<file path="config.mk">
export PLATFORM = sky130hd
export DESIGN_NAME = spi_master_bit_engine
export DESIGN_NICKNAME = d
export VERILOG_FILES = /design/src/sv/spimbe_pkg.sv /design/src/sv/spi_master_bit_engine.sv
export SDC_FILE = /design/constraint.sdc
export NUM_CORES = 1
export LEC_CHECK = 0
export BUFFER_PORTS_ARGS = -buffer_cell sky130_fd_sc_hd__buf_4
export CAP_MARGIN = 20
export CORE_MARGIN = 10
export CORE_UTILIZATION = 55
export DETAILED_ROUTE_END_ITERATION = 6
export PLACE_DENSITY = 0.81
export SETUP_SLACK_MARGIN = 0.5
export SKIP_LAST_GASP = 1
export SLEW_MARGIN = 20
export SYNTH_ARGS = -nofsm -noshare
export SYNTH_HDL_FRONTEND = slang
export SYNTH_SLANG_ARGS = --single-unit
</file>
<file path="constraint.sdc">
create_clock -name clock -period 7.48 [get_ports clock]
set_input_delay 1.496 -clock clock [delete_from_list [all_inputs] [get_ports clock]]
set_output_delay 1.496 -clock clock [all_outputs]
set_load 0.005 [all_outputs]
</file>
<file path="src/sv/spimbe_pkg.sv">
// Package for the SPI master bit engine: command codes, register indexes,
// transaction payload structs and output queue sizing. No dependencies.
package spimbe_pkg;

   typedef enum logic [1:0] {
      CMD_START = 2'd0,
      CMD_LOAD  = 2'd1,
      CMD_TICK  = 2'd2,
      CMD_END   = 2'd3
   } cmd_type;

   localparam int unsigned CSR_INDEX_WIDTH = 3;

   localparam logic [CSR_INDEX_WIDTH-1:0] CSR_CLOCK_POLARITY       = 3'd0;
   localparam logic [CSR_INDEX_WIDTH-1:0] CSR_SELECT_POLARITY      = 3'd1;
   localparam logic [CSR_INDEX_WIDTH-1:0] CSR_MOSI_ON_SECOND_PHASE = 3'd2;
   localparam logic [CSR_INDEX_WIDTH-1:0] CSR_MISO_ON_SECOND_PHASE = 3'd3;
   localparam logic [CSR_INDEX_WIDTH-1:0] CSR_LSB_FIRST            = 3'd4;

   localparam int unsigned CSR_DATA_WIDTH = 1;

   localparam int unsigned BYTE_WIDTH  = 8;
   localparam int unsigned INDEX_WIDTH = $clog2(BYTE_WIDTH);
   localparam logic [INDEX_WIDTH-1:0] LAST_BIT_INDEX = INDEX_WIDTH'(BYTE_WIDTH - 1);

   // Output queue: a start transaction pushes two entries.
   localparam int unsigned OUT_DEPTH       = 4;
   localparam int unsigned OUT_PTR_WIDTH   = $clog2(OUT_DEPTH);
   localparam int unsigned OUT_COUNT_WIDTH = $clog2(OUT_DEPTH + 1);
   localparam int unsigned MAX_PUSH        = 2;

   typedef struct packed {
      cmd_type                cmd;
      logic [BYTE_WIDTH-1:0]  data;
      logic                   data_present;
      logic                   miso_level;
   } req_payload_type;

   typedef struct packed {
      logic                   sclk_level;
      logic                   mosi_level;
      logic                   select_level;
      logic [BYTE_WIDTH-1:0]  read_byte;
      logic                   byte_done;
      logic                   run_last;
   } rsp_payload_type;

endpackage

</file>
<file path="src/sv/spi_master_bit_engine.sv">
// SPI master bit engine top level: pin-update state machine and result queue.
// Depends on spimbe_pkg.
//
// Usage:
//   req_* carries one command transaction per handshake: start, load byte,
//   half-bit tick or end. rsp_* returns pin updates (clock, MOSI, select),
//   plus the received byte on the update that completes a byte. A start
//   produces two updates, a tick with a byte loaded or an end produces one,
//   a load or an idle tick produces none. run_last marks the final update of
//   each command.
//   Latency: with the queue empty, an update is visible on rsp_* the cycle
//   after its command is accepted. Throughput: one command per cycle while
//   req_ready is high; the result side moves one update per cycle while
//   rsp_ready is high, so back-to-back starts stall. A four-entry queue sets
//   this: req_ready stays high while at least two entries are free, so a
//   stalled receiver holds off new commands once three updates are waiting.
//   csr_* writes the five 1-bit mode registers and takes effect at once.
//   Reset (synchronous): modes cleared, clock low, MOSI low, select high,
//   no byte loaded, queue empty.
module spi_master_bit_engine
   import spimbe_pkg::*;
(
   input  logic                        clock,
   input  logic                        reset,
   input  logic                        req_valid,
   output logic                        req_ready,
   input  req_payload_type             req_data,
   output logic                        rsp_valid,
   input  logic                        rsp_ready,
   output rsp_payload_type             rsp_data,
   input  logic                        csr_wr_en,
   input  logic [CSR_INDEX_WIDTH-1:0]  csr_index,
   input  logic [CSR_DATA_WIDTH-1:0]   csr_wdata
);

   // mode registers
   logic clock_polarity_ff, select_polarity_ff, mosi_second_ff, miso_second_ff;
   logic lsb_first_ff;

   // engine state
   logic [BYTE_WIDTH-1:0]  send_shift_ff, send_shift_in;
   logic [BYTE_WIDTH-1:0]  recv_byte_ff, recv_byte_in;
   logic [INDEX_WIDTH-1:0] bit_index_ff, bit_index_in;
   logic                   half_phase_ff, half_phase_in;
   logic                   byte_loaded_ff, byte_loaded_in;
   logic                   mosi_ff, mosi_in;
   logic                   sclk_ff, sclk_in;
   logic                   select_ff, select_in;

   // result queue
   rsp_payload_type              queue_ff [OUT_DEPTH];
   logic [OUT_PTR_WIDTH-1:0]     wr_ptr_ff, wr_ptr_in;
   logic [OUT_PTR_WIDTH-1:0]     rd_ptr_ff, rd_ptr_in;
   logic [OUT_COUNT_WIDTH-1:0]   count_ff, count_in;

   logic                         req_fire, rsp_fire;
   logic [1:0]                   push_count;
   rsp_payload_type              entry0, entry1;
   logic [INDEX_WIDTH-1:0]       cur_pos;
   logic                         send_bit;
   logic                         first_bit;

   assign req_ready = count_ff <= OUT_COUNT_WIDTH'(OUT_DEPTH - MAX_PUSH);
   assign req_fire  = req_valid && req_ready;
   assign rsp_valid = count_ff != '0;
   assign rsp_fire  = rsp_valid && rsp_ready;
   assign rsp_data  = queue_ff[rd_ptr_ff];

   // bit position within the byte for the current step (MSB-first counts down)
   assign cur_pos   = lsb_first_ff ? bit_index_ff : ~bit_index_ff;
   assign send_bit  = send_shift_ff[cur_pos];
   assign first_bit = lsb_first_ff ? req_data.data[0] : req_data.data[BYTE_WIDTH-1];

   always_comb begin
      send_shift_in  = send_shift_ff;
      recv_byte_in   = recv_byte_ff;
      bit_index_in   = bit_index_ff;
      half_phase_in  = half_phase_ff;
      byte_loaded_in = byte_loaded_ff;
      mosi_in        = mosi_ff;
      sclk_in        = sclk_ff;
      select_in      = select_ff;
      push_count     = 2'd0;
      entry0         = '0;
      entry1         = '0;

      if (req_fire) begin
         case (req_data.cmd)
            CMD_START: begin
               bit_index_in   = '0;
               half_phase_in  = 1'b0;
               byte_loaded_in = 1'b0;
               mosi_in        = req_data.data_present && first_bit;
               sclk_in        = clock_polarity_ff;
               select_in      = select_polarity_ff;
               entry0.sclk_level   = clock_polarity_ff;
               entry0.mosi_level   = mosi_in;
               entry0.select_level = ~select_polarity_ff;
               entry1.sclk_level   = clock_polarity_ff;
               entry1.mosi_level   = mosi_in;
               entry1.select_level = select_polarity_ff;
               entry1.run_last     = 1'b1;
               push_count          = 2'd2;
            end
            CMD_LOAD: begin
               send_shift_in  = req_data.data;
               recv_byte_in   = '0;
               bit_index_in   = '0;
               half_phase_in  = 1'b0;
               byte_loaded_in = 1'b1;
            end
            CMD_TICK: begin
               if (byte_loaded_ff) begin
                  if (half_phase_ff == mosi_second_ff) begin
                     mosi_in = send_bit;
                  end
                  sclk_in = half_phase_ff ? clock_polarity_ff : ~clock_polarity_ff;
                  if (half_phase_ff == miso_second_ff) begin
                     recv_byte_in[cur_pos] = req_data.miso_level;
                  end
                  entry0.sclk_level   = sclk_in;
                  entry0.mosi_level   = mosi_in;
                  entry0.select_level = select_ff;
                  entry0.run_last     = 1'b1;
                  if (half_phase_ff) begin
                     if (bit_index_ff == LAST_BIT_INDEX) begin
                        entry0.byte_done = 1'b1;
                        entry0.read_byte = recv_byte_in;
                        bit_index_in     = '0;
                        byte_loaded_in   = 1'b0;
                     end else begin
                        bit_index_in = bit_index_ff + 1'b1;
                     end
                     half_phase_in = 1'b0;
                  end else begin
                     half_phase_in = 1'b1;
                  end
                  push_count = 2'd1;
               end
            end
            CMD_END: begin
               select_in      = ~select_polarity_ff;
               bit_index_in   = '0;
               half_phase_in  = 1'b0;
               byte_loaded_in = 1'b0;
               entry0.sclk_level   = sclk_ff;
               entry0.mosi_level   = mosi_ff;
               entry0.select_level = ~select_polarity_ff;
               entry0.run_last     = 1'b1;
               push_count          = 2'd1;
            end
            default: begin
            end
         endcase
      end

      wr_ptr_in = wr_ptr_ff + OUT_PTR_WIDTH'(push_count);
      rd_ptr_in = rd_ptr_ff + OUT_PTR_WIDTH'(rsp_fire);
      count_in  = count_ff + OUT_COUNT_WIDTH'(push_count)
                  - OUT_COUNT_WIDTH'(rsp_fire);
   end

   always_ff @(posedge clock) begin
      if (reset) begin
         clock_polarity_ff  <= 1'b0;
         select_polarity_ff <= 1'b0;
         mosi_second_ff     <= 1'b0;
         miso_second_ff     <= 1'b0;
         lsb_first_ff       <= 1'b0;
      end else if (csr_wr_en) begin
         case (csr_index)
            CSR_CLOCK_POLARITY:       clock_polarity_ff  <= csr_wdata[0];
            CSR_SELECT_POLARITY:      select_polarity_ff <= csr_wdata[0];
            CSR_MOSI_ON_SECOND_PHASE: mosi_second_ff     <= csr_wdata[0];
            CSR_MISO_ON_SECOND_PHASE: miso_second_ff     <= csr_wdata[0];
            CSR_LSB_FIRST:            lsb_first_ff       <= csr_wdata[0];
            default: begin
            end
         endcase
      end
   end

   always_ff @(posedge clock) begin
      if (reset) begin
         send_shift_ff  <= '0;
         recv_byte_ff   <= '0;
         bit_index_ff   <= '0;
         half_phase_ff  <= 1'b0;
         byte_loaded_ff <= 1'b0;
         mosi_ff        <= 1'b0;
         sclk_ff        <= 1'b0;
         select_ff      <= 1'b1;
         wr_ptr_ff      <= '0;
         rd_ptr_ff      <= '0;
         count_ff       <= '0;
      end else begin
         send_shift_ff  <= send_shift_in;
         recv_byte_ff   <= recv_byte_in;
         bit_index_ff   <= bit_index_in;
         half_phase_ff  <= half_phase_in;
         byte_loaded_ff <= byte_loaded_in;
         mosi_ff        <= mosi_in;
         sclk_ff        <= sclk_in;
         select_ff      <= select_in;
         wr_ptr_ff      <= wr_ptr_in;
         rd_ptr_ff      <= rd_ptr_in;
         count_ff       <= count_in;
      end
   end

   // queue storage: payload only, no reset
   always_ff @(posedge clock) begin
      if (push_count != 2'd0) begin
         queue_ff[wr_ptr_ff] <= entry0;
      end
      if (push_count == 2'd2) begin
         queue_ff[wr_ptr_ff + 1'b1] <= entry1;
      end
   end

endmodule

</file>
Word level (Yosys, flattened, before mapping)

Memories as Yosys holds them, arrays and structs flattened. A register that Yosys moved wholly into a read port is not among the register bits.
Index checks and enable logic that the tools add are counted.

Memories kept: 1
Memory bits (read-only): 0
Register bits after elaboration: 36
RAM bits: 52
Latch bits: 0
Output and inout bits: 15
Logic and storage cells: 113

Equal/unequal tests: 13
Reduce and logical (&&, ||, !) cells: 24
Bitwise gates (word level): 3
Shifts and indexed selects: 0
Multiplexer cells: 47
Multipliers: 0
Add/subtract/negate cells: 6
Magnitude comparators: 3
Div/mod/pow operators: 0

Memory list:

| name     | depth | width | read ports | clocked after Yosys merged registers in | write ports | line                        | text |
|---|---|---|---|---|---|---|---|
| queue_ff | 4     | 13    | 1          | 1                                       | 2           | spi_master_bit_engine.sv:51 | `rsp_payload_type queue_ff [OUT_DEPTH];` |

Operators with widths:

| cell                  | number |
|---|---|
| $mux W9               | 3 |
| $mux W13              | 2 |
| $mux W1               | 19 |
| $mux W3               | 6 |
| $mux W8               | 2 |
| $pmux W8 S2           | 1 |
| $reduce_and A2 Y1     | 8 |
| $pmux W1 S2           | 5 |
| $pmux W3 S3           | 1 |
| $reduce_and A3 Y1     | 3 |
| $bwmux W8             | 1 |
| $reduce_bool A2 Y1    | 4 |
| $eq A2 B2 Y1 const B  | 3 |
| $eq A3 B2 Y1 const B  | 2 |
| $eq A3 B3 Y1 const B  | 2 |
| $pmux W2 S3           | 1 |
| $pmux W3 S2           | 1 |
| $logic_and A1 B1 Y1   | 4 |
| $lt A3 B4 Y1 const B  | 1 |
| $mux W2               | 2 |
| $ne A2 B2 Y1 const B  | 2 |
| $add A3 B1 Y3 const B | 1 |
| $add A3 B2 Y3         | 1 |
| $bmux W1 S3           | 1 |
| 18 further kinds      | 20 |

Depth between registers and ports, before layout

Gate-level depths: netlist (run 1).

Depth in word-level cells: 13
Mapped depth: 12
Mapped depth without buffers: 12

Worst setup path before layout (run 1)

Ideal clock, no wire load.

Path type: input to register
Start: input req_data[10] (netlist name)
End: register count_ff[2]
Stages: 12
Arrival time: 3.293 ns
Required time: 7.352 ns
Path buffers: 0
Slack: 4.059 ns
Cell sequence: inv_1 -> ha_1 -> and3b_1 -> nor2_1 -> nor2_1 -> inv_1 -> ha_1 -> inv_1 -> ha_1 -> fa_1 -> xnor2_1 -> nor2_1

Longest elaborated chain between the ends: 5
Elaborated cells between the ends (all ways): 7

RTL lines:

| item                                             | line                         | text |
|---|---|---|
| from (decl)                                      | spi_master_bit_engine.sv:27  | `input req_payload_type req_data,` |
| $eq A2 B2 Y1 or $logic_not A2 Y1 (tied branches) | spi_master_bit_engine.sv:88  | `case (req_data.cmd)` |
| $pmux W2 S3 *                                    | spi_master_bit_engine.sv:88  |  |
| $mux W2 *                                        | spi_master_bit_engine.sv:87  | `if (req_fire) begin` |
| $add A3 B2 Y3 *                                  | spi_master_bit_engine.sv:159 | `count_in = count_ff + OUT_COUNT_WIDTH'(push_count)` |
| $sub A3 B1 Y3 *                                  | spi_master_bit_engine.sv:160 | `- OUT_COUNT_WIDTH'(rsp_fire);` |
| to (signal assigned)                             | spi_master_bit_engine.sv:207 | `count_ff <= count_in;` |
| to (decl)                                        | spi_master_bit_engine.sv:54  | `logic [OUT_COUNT_WIDTH-1:0] count_ff, count_in;` |

Mark *: on every way between the ends. The rest lies on a longest branch, timed or not.
A chain may end at the register's enable or synchronous reset.

==> results of run 1 <==
==> per-layer routing <==
layer	vias to the layer above	wire (um)	global-route usage, %
li1	1892	-	-
met1	1904	4810	22.6
met2	169	5360	29.0
met3	24	941	5.34
met4	0	210	5.92
met5	-	0	0
==> power by group <==
group | total, uW | internal [uW] | switching (uW)
Combinational | 230 | 109 | 120
Sequential | 549 | 505 | 43.4
Clock | 311 | 126 | 185
==> worst paths after layout <==
| path | depth (start not counted) | from | slack (ns) | endpoint |
|---|---|---|---|---|
| worst min register to register | 2 | queue_ff[2][1] | 0.45 | queue_ff[2][1] |
| worst max-delay path | 2 | rd_ptr_ff[1] | 3.98 | rsp_data[6] |
| worst min-delay path | 2 | queue_ff[2][1] | 0.45 | queue_ff[2][1] |
| worst max register to register | 5 | half_phase_ff | 4.87 | recv_byte_ff[3] |
==> kinds of logic (layout without fill, tap and decap cells) <==
logic type / Yosys count / count (layout) / share of synthesized area (%)
compound gates: 125 / 125 / 19.3
xor+xnor: 11 / 11 / 2.34
fa+ha+maj: 15 / 15 / 4.10
buf+inv: 51 / 71 / 4.50
flops: 88 / 88 / 40.4
mux: 28 / 28 / 9.36
simple gates: 184 / 184 / 20.0
==> registers in the layout, summed over array words and instances (netlist names) <==
name	cells
half_phase_ff	1
send_shift_ff	8
recv_byte_ff	8
count_ff	3
bit_index_ff	3
select_polarity_ff	1
lsb_first_ff	1
select_ff	1
queue_ff	52
clock_polarity_ff	1
rd_ptr_ff	2
mosi_second_ff	1
miso_second_ff	1
mosi_ff	1
sclk_ff	1
wr_ptr_ff	2
byte_loaded_ff	1
==> synthesized netlist by cell type, types with 5 or more instances <==
cell and count:
sky130_fd_sc_hd__o22ai_1 5, sky130_fd_sc_hd__o21ai_0 21, sky130_fd_sc_hd__buf_2 9, sky130_fd_sc_hd__nand2b_1 7, sky130_fd_sc_hd__a22o_1 24, sky130_fd_sc_hd__ha_1 14
sky130_fd_sc_hd__inv_1 19, sky130_fd_sc_hd__nand2_1 52, sky130_fd_sc_hd__nor2b_1 9, sky130_fd_sc_hd__nor2_1 37, sky130_fd_sc_hd__clkbuf_1 18, sky130_fd_sc_hd__dfxtp_1 72
sky130_fd_sc_hd__mux4_2 13, sky130_fd_sc_hd__a21oi_1 26, sky130_fd_sc_hd__and2_1 7, sky130_fd_sc_hd__mux2i_1 13, sky130_fd_sc_hd__nor3_1 8, sky130_fd_sc_hd__nor2_2 5
sky130_fd_sc_hd__edfxtp_1 16, sky130_fd_sc_hd__nand3_1 23, sky130_fd_sc_hd__xnor2_1 6, sky130_fd_sc_hd__o41ai_1 6
==> per-stage QoR <==
stage                     area, um^2  cells
after floorplan                 4760    502
after global placement          5010    611
after detailed placement        5010    611
after CTS                       5190    627
after global routing            5190    627
final                           5190    627
==> cell type report <==
class | count | area (um^2)
fill | 718 | 3110
multi-input combinational | 363 | 2620
sequential | 88 | 1920
timing repair buffer | 35 | 263
tap | 105 | 131
clock buffer | 10 | 128
inverter | 20 | 75.1
clock inverter | 6 | 50.0
==> worst max-delay path, cell delays in order, from the launching register on <==
cell and delay (ns):
sky130_fd_sc_hd__dfxtp_1 0.89, sky130_fd_sc_hd__mux4_2 0.60, sky130_fd_sc_hd__buf_4 0.15
==> implementation parameters, run 1 <==
Parameter                              Value

Drt
  Remaining routing DRC violations ... 0
  Drt total wl ... 11,300 um
  Antenna viol nets, final ... 0
  Via density per instance ... 6.36
  Detailed-routing iteration count for the pre-antenna-repair pass ... 5
  DR vias ... approximately 4,000
  Routed WL per cell ... 18.1 um
  DRT iter0 DRCs ... 374

CTS
  Root Buffer ... sky130_fd_sc_hd__clkbuf_8
  Hold-fix buffers, CTS ... 0
  CTS Buf Count ... 9
  Depth of the CTS H-tree ... 3
  Clock-pin slew reported for the worst setup and hold paths after clock tree synthesis ... 0.09 ns
  Resized Gates After CTS ... 0
  Clock network latency to the later pin of the worst-skew pair ... approximately 0.36 ns
  Buffers inserted during post-CTS setup optimization ... 0
  Maximum number of buffers from clock root to sink ... 2
  Number of clock sinks ... a little under 90
  TritonCTS clock tree ... done

Min path
  Class of the tightest hold or removal check ... register to register

Synth
  Primary flip-flop cell chosen by synthesis mapping ... sky130_fd_sc_hd__dfxtp_1
  Portion of the post-synthesis area used by sequential elements ... 40.4%
  Leading area contributor after synthesis ... sky130_fd_sc_hd__dfxtp_1
  Count of flip-flops with a built-in enable after synthesis ... 16
  Number of instances in the synthesized netlist ... 502
  FFs w/ async S/R, synth ... 0%
  Top cell type's share of synthesized area ... 30.3%
  Cell Area, Synth ... 4760 um^2
  FF+latch count, synth ... 88
  Net count after synthesis ... 538
  Synthesized area divided by synthesized cell count ... ~9.5 um^2
  Distinct cells, synth ... 73
  Cells taking the most area after synthesis ... sky130_fd_sc_hd__dfxtp_1 30%, sky130_fd_sc_hd__edfxtp_1 10%, sky130_fd_sc_hd__mux4_2 6.2%, sky130_fd_sc_hd__a22o_1 4.4%, sky130_fd_sc_hd__nand2_1 4.1%
  Total of warnings raised by yosys ... 0

Die
  Number of rows in the core area ... 33
  Area of the die ... 12,800 um^2
  Horiz. Die Dim ... 113 um
  Core area ... 8300 um^2
  Die height ... 113 um
  IO Count ... 36
  Effective utilization at floorplan ... a little under three fifths

Power
  Worst vdd ir ... 0.120 mV
  Power, Total ... 1090 uW
  Leakage power of the design ... between 0.0015 and 0.002 uW
  Areal power density over the cells ... 210 nW/um^2

Run status
  Run status ... completed

Cells and area
  Ant diodes ... 0
  Top library cells by usage in the layout, fill and taps aside ... 71 x sky130_fd_sc_hd__dfxtp_1, 52 x sky130_fd_sc_hd__nand2_1, 37 x sky130_fd_sc_hd__nor2_1, 35 x sky130_fd_sc_hd__buf_4, 26 x sky130_fd_sc_hd__a21oi_1
  Commonest non-fill, non-tap cell in the layout ... sky130_fd_sc_hd__dfxtp_1
  Layout net count ... 553
  Share of layout cells above drive strength 1 ... between 10% and 20%
  Area added between synthesis and finish ... 9.13%
  Utilization after layout ... 62.6%

STA
  Hold Vio Cnt, Final ... 0
  Worst hold-check slack ... 0.451 ns
  Setup ws final ... 3.98 ns
  Achievable clock frequency ... 0.285 GHz
  Crit share post-route ... 46.8%
  Time the worst path needs with I/O delays and setup ... 3.50 ns
  Setup repair after global routing missed its margin ... false
  Setup TNS after final layout ... 0 ns
  Layout Skew ... between 0.007 and 0.008 ns
  Number of pins with negative max-slew slack in the final report ... 0
  Setup-failing EPs final ... 0
  Least-Margin Pin Slew ... just over 0.9 ns
  Max-slew headroom at the worst pin ... 38.7%

Placed design
  Setup slack at placement ... 3.70 ns
  HPWL after detailed placement ... 8360 um
  Final weighted congestion in routability-driven placement ... a little over 0.9
  Port Buffers ... 35

GRT
  Total gr overflow ... 0
  Aggregate global-route resource usage ... between 10% and 20%
  Vias in the first global route ... between 3,000 and 4,000
  Wire length of the first global-routing pass ... between 15,000 and 20,000 um
  Antenna violations before repair ... 0
  Pin count of the biggest net entering global routing ... 36

Worst setup path
  Required arrival time at the worst endpoint ... 5.98 ns
  Crit end category ... primary output
  Maximum fanout along the worst path ... 14
  Worst Path Arrival ... 2.01 ns
  Kind of start point of the critical path ... register
  Kind of critical path ... register to primary output

Run
  Max-Cap Viols ... 0
(Power assumes the default switching activity.)
==> inputs of run 2 (changes only) <==
--- a/config.mk
+++ b/config.mk
@@ -8,9 +8,9 @@
 export BUFFER_PORTS_ARGS = -buffer_cell sky130_fd_sc_hd__buf_4
 export CAP_MARGIN = 20
 export CORE_MARGIN = 10
-export CORE_UTILIZATION = 55
+export CORE_UTILIZATION = 54
 export DETAILED_ROUTE_END_ITERATION = 6
-export PLACE_DENSITY = 0.81
+export PLACE_DENSITY = 0.83
 export SETUP_SLACK_MARGIN = 0.5
 export SKIP_LAST_GASP = 1
 export SLEW_MARGIN = 20
==> constraint.sdc (replaced) <==
create_clock -name clock -period 2.85 [get_ports clock]
set_input_delay 0.57 -clock clock [delete_from_list [all_inputs] [get_ports clock]]
set_output_delay 0.57 -clock clock [all_outputs]
set_load 0.005 [all_outputs]
==> implementation parameters, run 2 (synthesis gave the netlist of run 1 again) <==
Parameter                              Value

CTS
  CTS Buf Count ... 9 (unchanged)
  Buffers inserted during post-CTS setup optimization ... 0 (unchanged)
  Depth of the CTS H-tree ... 3 (unchanged)
  TritonCTS clock tree ... done
  Number of clock sinks ... 88 (unchanged)
  Root Buffer ... sky130_fd_sc_hd__clkbuf_8
  Clock-pin slew reported for the worst setup and hold paths after clock tree synthesis ... 0.10 ns (about the same)
  Maximum number of buffers from clock root to sink ... 2 (unchanged)
  Clock network latency to the later pin of the worst-skew pair ... 0.38 ns (+0.02 ns)

Drt
  Detailed-routing iteration count for the pre-antenna-repair pass ... 6 (+1)
  DRT iter0 DRCs ... 378 (+1.1%)
  Routed WL per cell ... 18.2 um (+0.60%)
  DR vias ... 4,031 (+1.1%)
  Antenna viol nets, final ... 0 (unchanged)
  Drt total wl ... 11,600 um (+2.4%)
  Remaining routing DRC violations ... 0 (unchanged)
  Via density per instance ... 6.32 (-0.69%)

Min path
  Startpoint of the most critical hold path ... req_data[2]
  Class of the tightest hold or removal check ... input pin to register
  Number of cells on the worst hold path ... 3 (+1)
  Hold EP ... send_shift_ff[0]

Power
  Net switching power ... 966 uW (+180%)
  Combinational fraction of design power ... 22.1% (+1.0 points)
  Clock share of power ... 29.6% (+1.0 points)
  Worst vdd ir ... 0.394 mV (+230%)
  Areal power density over the cells ... 555 nW/um^2 (+160%)
  Leakage power of the design ... 0.00201 uW (+2.9%)
  Net switching share of the total power ... 32.8% (+0.73 points)
  Cell-internal power ... 1980 uW (+170%)
  Sequential cell fraction of total power ... 48.3% (-2.1 points)

Run status
  Run status ... completed

Worst setup path
  R2R setup slack ... 0.61 ns (-4.26 ns)
  Worst R2R Start ... bit_index_ff[1]
  Kind of critical path ... register to primary output
  FF-to-FF End ... queue_ff[1][11]
  Cell Chain, Critical Path ... mux4_2 -> buf_4
  Maximum fanout along the worst path ... 10 (-4)
  Worst Path Arrival ... 1.67 ns (-0.34 ns)
  Slowest cell delay on critical path ... 0.57 ns (-0.32 ns)
  Number of cell instances on the worst register-to-register path ... 6 (+1)
  Crit end category ... primary output
  Cell type of the slowest stage on the worst timing path ... sky130_fd_sc_hd__dfxtp_2
  Required arrival time at the worst endpoint ... 2.28 ns (-3.70 ns)
  Kind of start point of the critical path ... register

STA
  Hold Vio Cnt, Final ... 0 (unchanged)
  Number of pins with negative max-slew slack in the final report ... 0 (unchanged)
  Setup-failing EPs final ... 0 (unchanged)
  Least-Margin Pin Slew ... 0.584 ns (-0.334 ns)
  Setup repair after global routing missed its margin ... false
  Achievable clock frequency ... 0.446 GHz
  Layout Skew ... 0.0118 ns (+0.00389 ns)
  Worst hold-check slack ... 0.437 ns (-0.0142 ns)
  Setup TNS after final layout ... 0 ns (unchanged)
  Max-slew headroom at the worst pin ... 61.0% (+22 points)
  Time the worst path needs with I/O delays and setup ... 2.24 ns
  Crit share post-route ... between 70% and 80%

Die
  Area of the die ... 13,000 um^2 (+1.5%)
  Core area ... 8640 um^2 (+4.1%)
  IO Count ... 36 (unchanged)
  Number of rows in the core area ... 34 (+3.0%)
  Die height ... 114 um (+0.76%)
  Horiz. Die Dim ... 114 um (+0.76%)
  Effective utilization at floorplan ... 55.1% (-2.2 points)

GRT
  Wire length of the first global-routing pass ... 19,300 um (-0.21%)
  Vias in the first global route ... 3,981 (+1.6%)
  Antenna violations before repair ... 0 (unchanged)
  Aggregate global-route resource usage ... 18.0% (-0.055 points)
  Pin count of the biggest net entering global routing ... 34 (-5.6%)
  Total gr overflow ... 0 (unchanged)

Run
  Max-Cap Viols ... 0 (unchanged)

Placed design
  Post-place instance area ... 5090 um^2 (+1.6%)
  Final weighted congestion in routability-driven placement ... 0.924 (+2.0%)
  Port Buffers ... 35 (unchanged)
  HPWL after detailed placement ... 8430 um (+0.82%)

Cells and area
  Top library cells by usage in the layout, fill and taps aside ... 69 x sky130_fd_sc_hd__dfxtp_1, 52 x sky130_fd_sc_hd__nand2_1, 43 x sky130_fd_sc_hd__buf_4, 35 x sky130_fd_sc_hd__nor2_1, 25 x sky130_fd_sc_hd__a21oi_1
  Final instance area ... 5320 um^2 (+2.4%)
  Utilization after layout ... 61.6% (-0.99 points)
  Area added between synthesis and finish ... 11.8%
  Share of layout cells above drive strength 1 ... 20.2% (+3.7 points)
  Ant diodes ... 0 (unchanged)
  Layout net count ... 561 (+1.4%)
  Commonest non-fill, non-tap cell in the layout ... sky130_fd_sc_hd__dfxtp_1
  Flip-flop count of the largest register, all copies and words added ... 52 (unchanged)
  Largest registers ... queue_ff: 52 flops, recv_byte_ff: 8 flops, send_shift_ff: 8 flops
  Register with the most flip-flops ... queue_ff
  Fillers ... 716 (-0.28%)
-- run 2: what timing repair did --
| action | in CTS | in global routing |
|---|---|---|
| pin swaps | 0 | 3 |
| gates resized for setup | 3 | 7 |
| endpoints found under the setup margin | 22 | 25 |
| hold buffers | 0 | 0 |
| cloned | 0 | 0 |
-- run 2: cell type report --
class                           count  area (um^2)  share of cell area [%]
Clock buffer                        9          124                    2.33
Multi-Input combinational cell    363         2660                    50.0
Inverter                           20         77.6                    1.46
Tap cell                          108          135                    2.54
Clock inverter                      7         71.3                    1.34
Timing Repair Buffer               43          323                    6.07
Sequential cell                    88         1930                    36.2
-- run 2: metal layers --
metal | share of wire [%] | vias up | track usage [%] | wire length (um)
met3 | 7.4 | 31 | 5.09 | 863
li1 | - | 1910 | - | -
met1 | 42 | 1903 | 21.7 | 4870
met2 | 48 | 187 | 29.9 | 5590
met5 | 0 | - | 0 | 0
met4 | 2.4 | 0 | 6.52 | 273
-- run 2: worst max path at each step --
stage | start | end | slack (ns) | depth (start not counted)
final | rd_ptr_ff[1] | rsp_data[2] | 0.61 | 2
after global routing | req_data[10] | count_ff[2] | 0.50 | 13
after CTS | req_data[10] | count_ff[2] | 0.59 | 13
after detailed placement | req_data[10] | count_ff[2] | 0.20 | 13
after global placement | req_data[10] | count_ff[2] | 0.26 | 13
after floorplan | req_data[10] | count_ff[2] | 0.49 | 12
-- run 2: power by group through the flow --
stage          Combinational [uW]  Sequential, uW  Clock [uW]
3_3_place_gp                  628            1450           0
4_1_cts                       649            1430         887
5_1_grt                       717            1440         919
2_1_floorplan                 475            1390           0
6_report                      652            1420         873
3_5_place_dp                  645            1450           0
-- run 2: stage by stage --
stage	total power [uW]	worst slack, ns	instances
global placement	2080	0.260	622
floorplan	1870	0.489	502
detailed placement	2100	0.199	622
finish	2950	0.607	638
global route	3070	0.504	638
CTS	2960	0.590	638
-- run 2: worst max-delay path: cells and delay by family (launching register included) --
family / cells / cell delay [ns]
buf+inv: 1 / 0.15
flops: 1 / 0.57
mux: 1 / 0.56
==> inputs of run 3 (changes only) <==
==> constraint.sdc (replaced) <==
create_clock -name clock -period 2.05 [get_ports clock]
set_input_delay 0.41 -clock clock [delete_from_list [all_inputs] [get_ports clock]]
set_output_delay 0.41 -clock clock [all_outputs]
set_load 0.005 [all_outputs]
==> implementation parameters, run 3 (synthesis gave the netlist of run 1 again) <==
Parameter                              Value

Power
  Cell-internal power ... 3460 uW (+75%)
  Clock share of power ... 25.8% (-3.8 points)
  Areal power density over the cells ... 715 nW/um^2 (+29%)
  Worst vdd ir ... 0.542 mV (+38%)
  Net switching power ... 1750 uW (+81%)
  Leakage power of the design ... 0.00281 uW (+40%)
  Sequential cell fraction of total power ... 37.9% (-10 points)
  Combinational fraction of design power ... 36.3% (+14 points)
  Power, Total ... 5210 uW (+77%)
  Net switching share of the total power ... 33.6% (+0.83 points)

Cells and area
  Register with the most flip-flops ... queue_ff
  Ant diodes ... 0 (unchanged)
  Top library cells by usage in the layout, fill and taps aside ... 93 x sky130_fd_sc_hd__buf_4, 59 x sky130_fd_sc_hd__dfxtp_1, 42 x sky130_fd_sc_hd__buf_6, 40 x sky130_fd_sc_hd__nand2_1, 27 x sky130_fd_sc_hd__nor2_1
  Largest registers ... queue_ff: 52 flops, recv_byte_ff: 8 flops, send_shift_ff: 8 flops
  Share of layout cells above drive strength 1 ... 52.8% (+33 points)
  Flip-flop count of the largest register, all copies and words added ... 52 (unchanged)
  Layout net count ... 667 (+19%)
  Commonest non-fill, non-tap cell in the layout ... sky130_fd_sc_hd__buf_4
  Utilization after layout ... 84.4% (+23 points)
  Number of non-filler instances in the completed layout ... 743 (+16%)
  Area added between synthesis and finish ... 53.2%

CTS
  Maximum number of buffers from clock root to sink ... 2 (unchanged)
  Root Buffer ... sky130_fd_sc_hd__clkbuf_8
  Clock network latency to the later pin of the worst-skew pair ... 0.40 ns (+0.02 ns)
  Depth of the CTS H-tree ... 3 (unchanged)
  Clock-pin slew reported for the worst setup and hold paths after clock tree synthesis ... 0.10 ns (about the same)
  TritonCTS clock tree ... done
  Number of clock sinks ... 88 (unchanged)
  CTS Buf Count ... 9 (unchanged)

Worst setup path
  Slowest cell delay on critical path ... 0.64 ns (+0.07 ns)
  Cell type of the slowest stage on the worst timing path ... sky130_fd_sc_hd__nor4_2
  Worst Path Arrival ... 2.40 ns (+0.73 ns)
  Kind of critical path ... register to register
  Maximum fanout along the worst path ... 6 (-4)
  Most frequent CP cell ... sky130_fd_sc_hd__buf_6
  Kind of start point of the critical path ... register
  Cell Chain, Critical Path ... buf_6 -> buf_6 -> nand3b_1 -> nand2_1 -> nor4_2 -> o21ai_0 -> a21oi_2
  Required arrival time at the worst endpoint ... 2.29 ns (about the same)
  Crit end category ... register

Drt
  Via density per instance ... 7.10 (+12%)
  DRT iter0 DRCs ... 718 (+90%)
  Remaining routing DRC violations ... 0 (unchanged)
  Routed WL per cell ... 27.5 um (+52%)
  Antenna viol nets, final ... 0 (unchanged)
  DR vias ... 5,278 (+31%)
  Drt total wl ... 20,500 um (+77%)
  Detailed-routing iteration count for the pre-antenna-repair pass ... 7 (+1)

STA
  Crit share post-route ... 105%
  Layout Skew ... 0.0195 ns (+0.00774 ns)
  Setup repair after global routing missed its margin ... true
  Achievable clock frequency ... 0.463 GHz
  Setup-failing EPs final ... 5 (+5)
  Max-slew headroom at the worst pin ... 48.7% (-12 points)
  Hold Vio Cnt, Final ... 0 (unchanged)
  Setup ws final ... -0.111 ns (-0.718 ns)
  Least-Margin Pin Slew ... 0.770 ns (+0.186 ns)
  Time the worst path needs with I/O delays and setup ... about 2.2 ns
  Number of pins with negative max-slew slack in the final report ... 0 (unchanged)

Placed design
  HPWL after detailed placement ... 9370 um (+11%)
  Number of placed instances, taps included ... 675 (+8.5%)
  Final weighted congestion in routability-driven placement ... 0.956 (+3.4%)
  Port Buffers ... 35 (unchanged)

GRT
  Vias in the first global route ... 4,899 (+23%)
  Pin count of the biggest net entering global routing ... 34 (unchanged)
  Wire length of the first global-routing pass ... 25,600 um (+32%)
  Aggregate global-route resource usage ... 24.5% (+6.5 points)
  Total gr overflow ... 0 (unchanged)
  Antenna violations before repair ... 0 (unchanged)

Die
  Effective utilization at floorplan ... 55.1% (unchanged)
  IO Count ... 36 (unchanged)
  Area of the die ... 13,000 um^2 (unchanged)
  Number of rows in the core area ... 34 (unchanged)
  Horiz. Die Dim ... 114 um (unchanged)
  Die height ... 114 um (unchanged)
  Core area ... 8640 um^2 (unchanged)

Run status
  Run status ... finished with violations
  Violated checks ... setup timing

Min path
  Class of the tightest hold or removal check ... input pin to register

Run
  Max-Cap Viols ... 0 (unchanged)
## run 3: changes by cell type in the layout (fill, tap and decap cells not counted), moves of 10 or more
cell / previous run / this run
sky130_fd_sc_hd__dfxtp_1: 69 / 59
sky130_fd_sc_hd__o21ai_2: 0 / 11
sky130_fd_sc_hd__buf_6: 0 / 42
sky130_fd_sc_hd__o21ai_0: 21 / 9
sky130_fd_sc_hd__nand2_2: 0 / 11
sky130_fd_sc_hd__buf_4: 43 / 93
sky130_fd_sc_hd__nand2_1: 52 / 40
## run 3: area by class of cell
type	count	area [um^2]
sequential	88	1950
inverter	20	92.6
fill	383	1350
tap	108	135
multi-input combinational	363	3450
clock inverter	5	61.3
clock buffer	10	149
timing repair buffer	149	1450
## run 3: power groups by stage
stage                     Sequential (uW)  Combinational (uW)  Clock, uW
after detailed placement             1990                1140          0
final                                1980                1890       1340
after CTS                            1960                1470       1270
after global routing                 1990                1960       1370
after floorplan                      1960                 744          0
after global placement               1990                1100          0
## run 3: critical path: cells and delay by family, from the launching register on
| family | cells | cell delay [ns] |
|---|---|---|
| AOI/OAI and AO/OA | 2 | 0.37 |
| buffers and inverters | 2 | 0.23 |
| and+or+nand+nor | 3 | 1.08 |
| DFF | 1 | 0.34 |
## run 3: final timing paths
path	slack (ns)	start	cells after the start	endpoint
min	0.28	req_data[4]	3	send_shift_ff[2]
max reg2reg	-0.11	byte_loaded_ff	7	queue_ff[2][11]
min reg2reg	0.47	queue_ff[3][5]	2	queue_ff[3][5]
max	-0.11	byte_loaded_ff	7	queue_ff[2][11]
## run 3: through the flow
stage / setup TNS [ns] / hold WS [ns] / cell area, um^2 / worst slack (ns)
after detailed placement: -4.39 / 0.450 / 5730 / -0.344
after global placement: -2.39 / 0.429 / 5730 / -0.231
after CTS: -0.0111 / 0.293 / 6760 / -0.0111
after floorplan: -0.140 / 0.418 / 5050 / -0.0912
after global routing: -0.696 / 0.309 / 7290 / -0.143
final: -0.512 / 0.277 / 7290 / -0.111
## run 3: what timing repair did
item,CTS,global route
setup buffers,36,14
hold buffers,0,0
gates cloned,2,1
pin swaps,47,44
endpoints found under the setup margin,109,112
resized for setup,139,89
## run 3: metal layers
metal / routed length, um / global-route usage (%) / vias to the layer above
li1: - / - / 2126
met1: 6750 / 28.0 / 2505
met2: 9530 / 40.7 / 486
met3: 2440 / 5.14 / 159
met4: 1710 / 15.7 / 2
met5: 25 / 0 / -
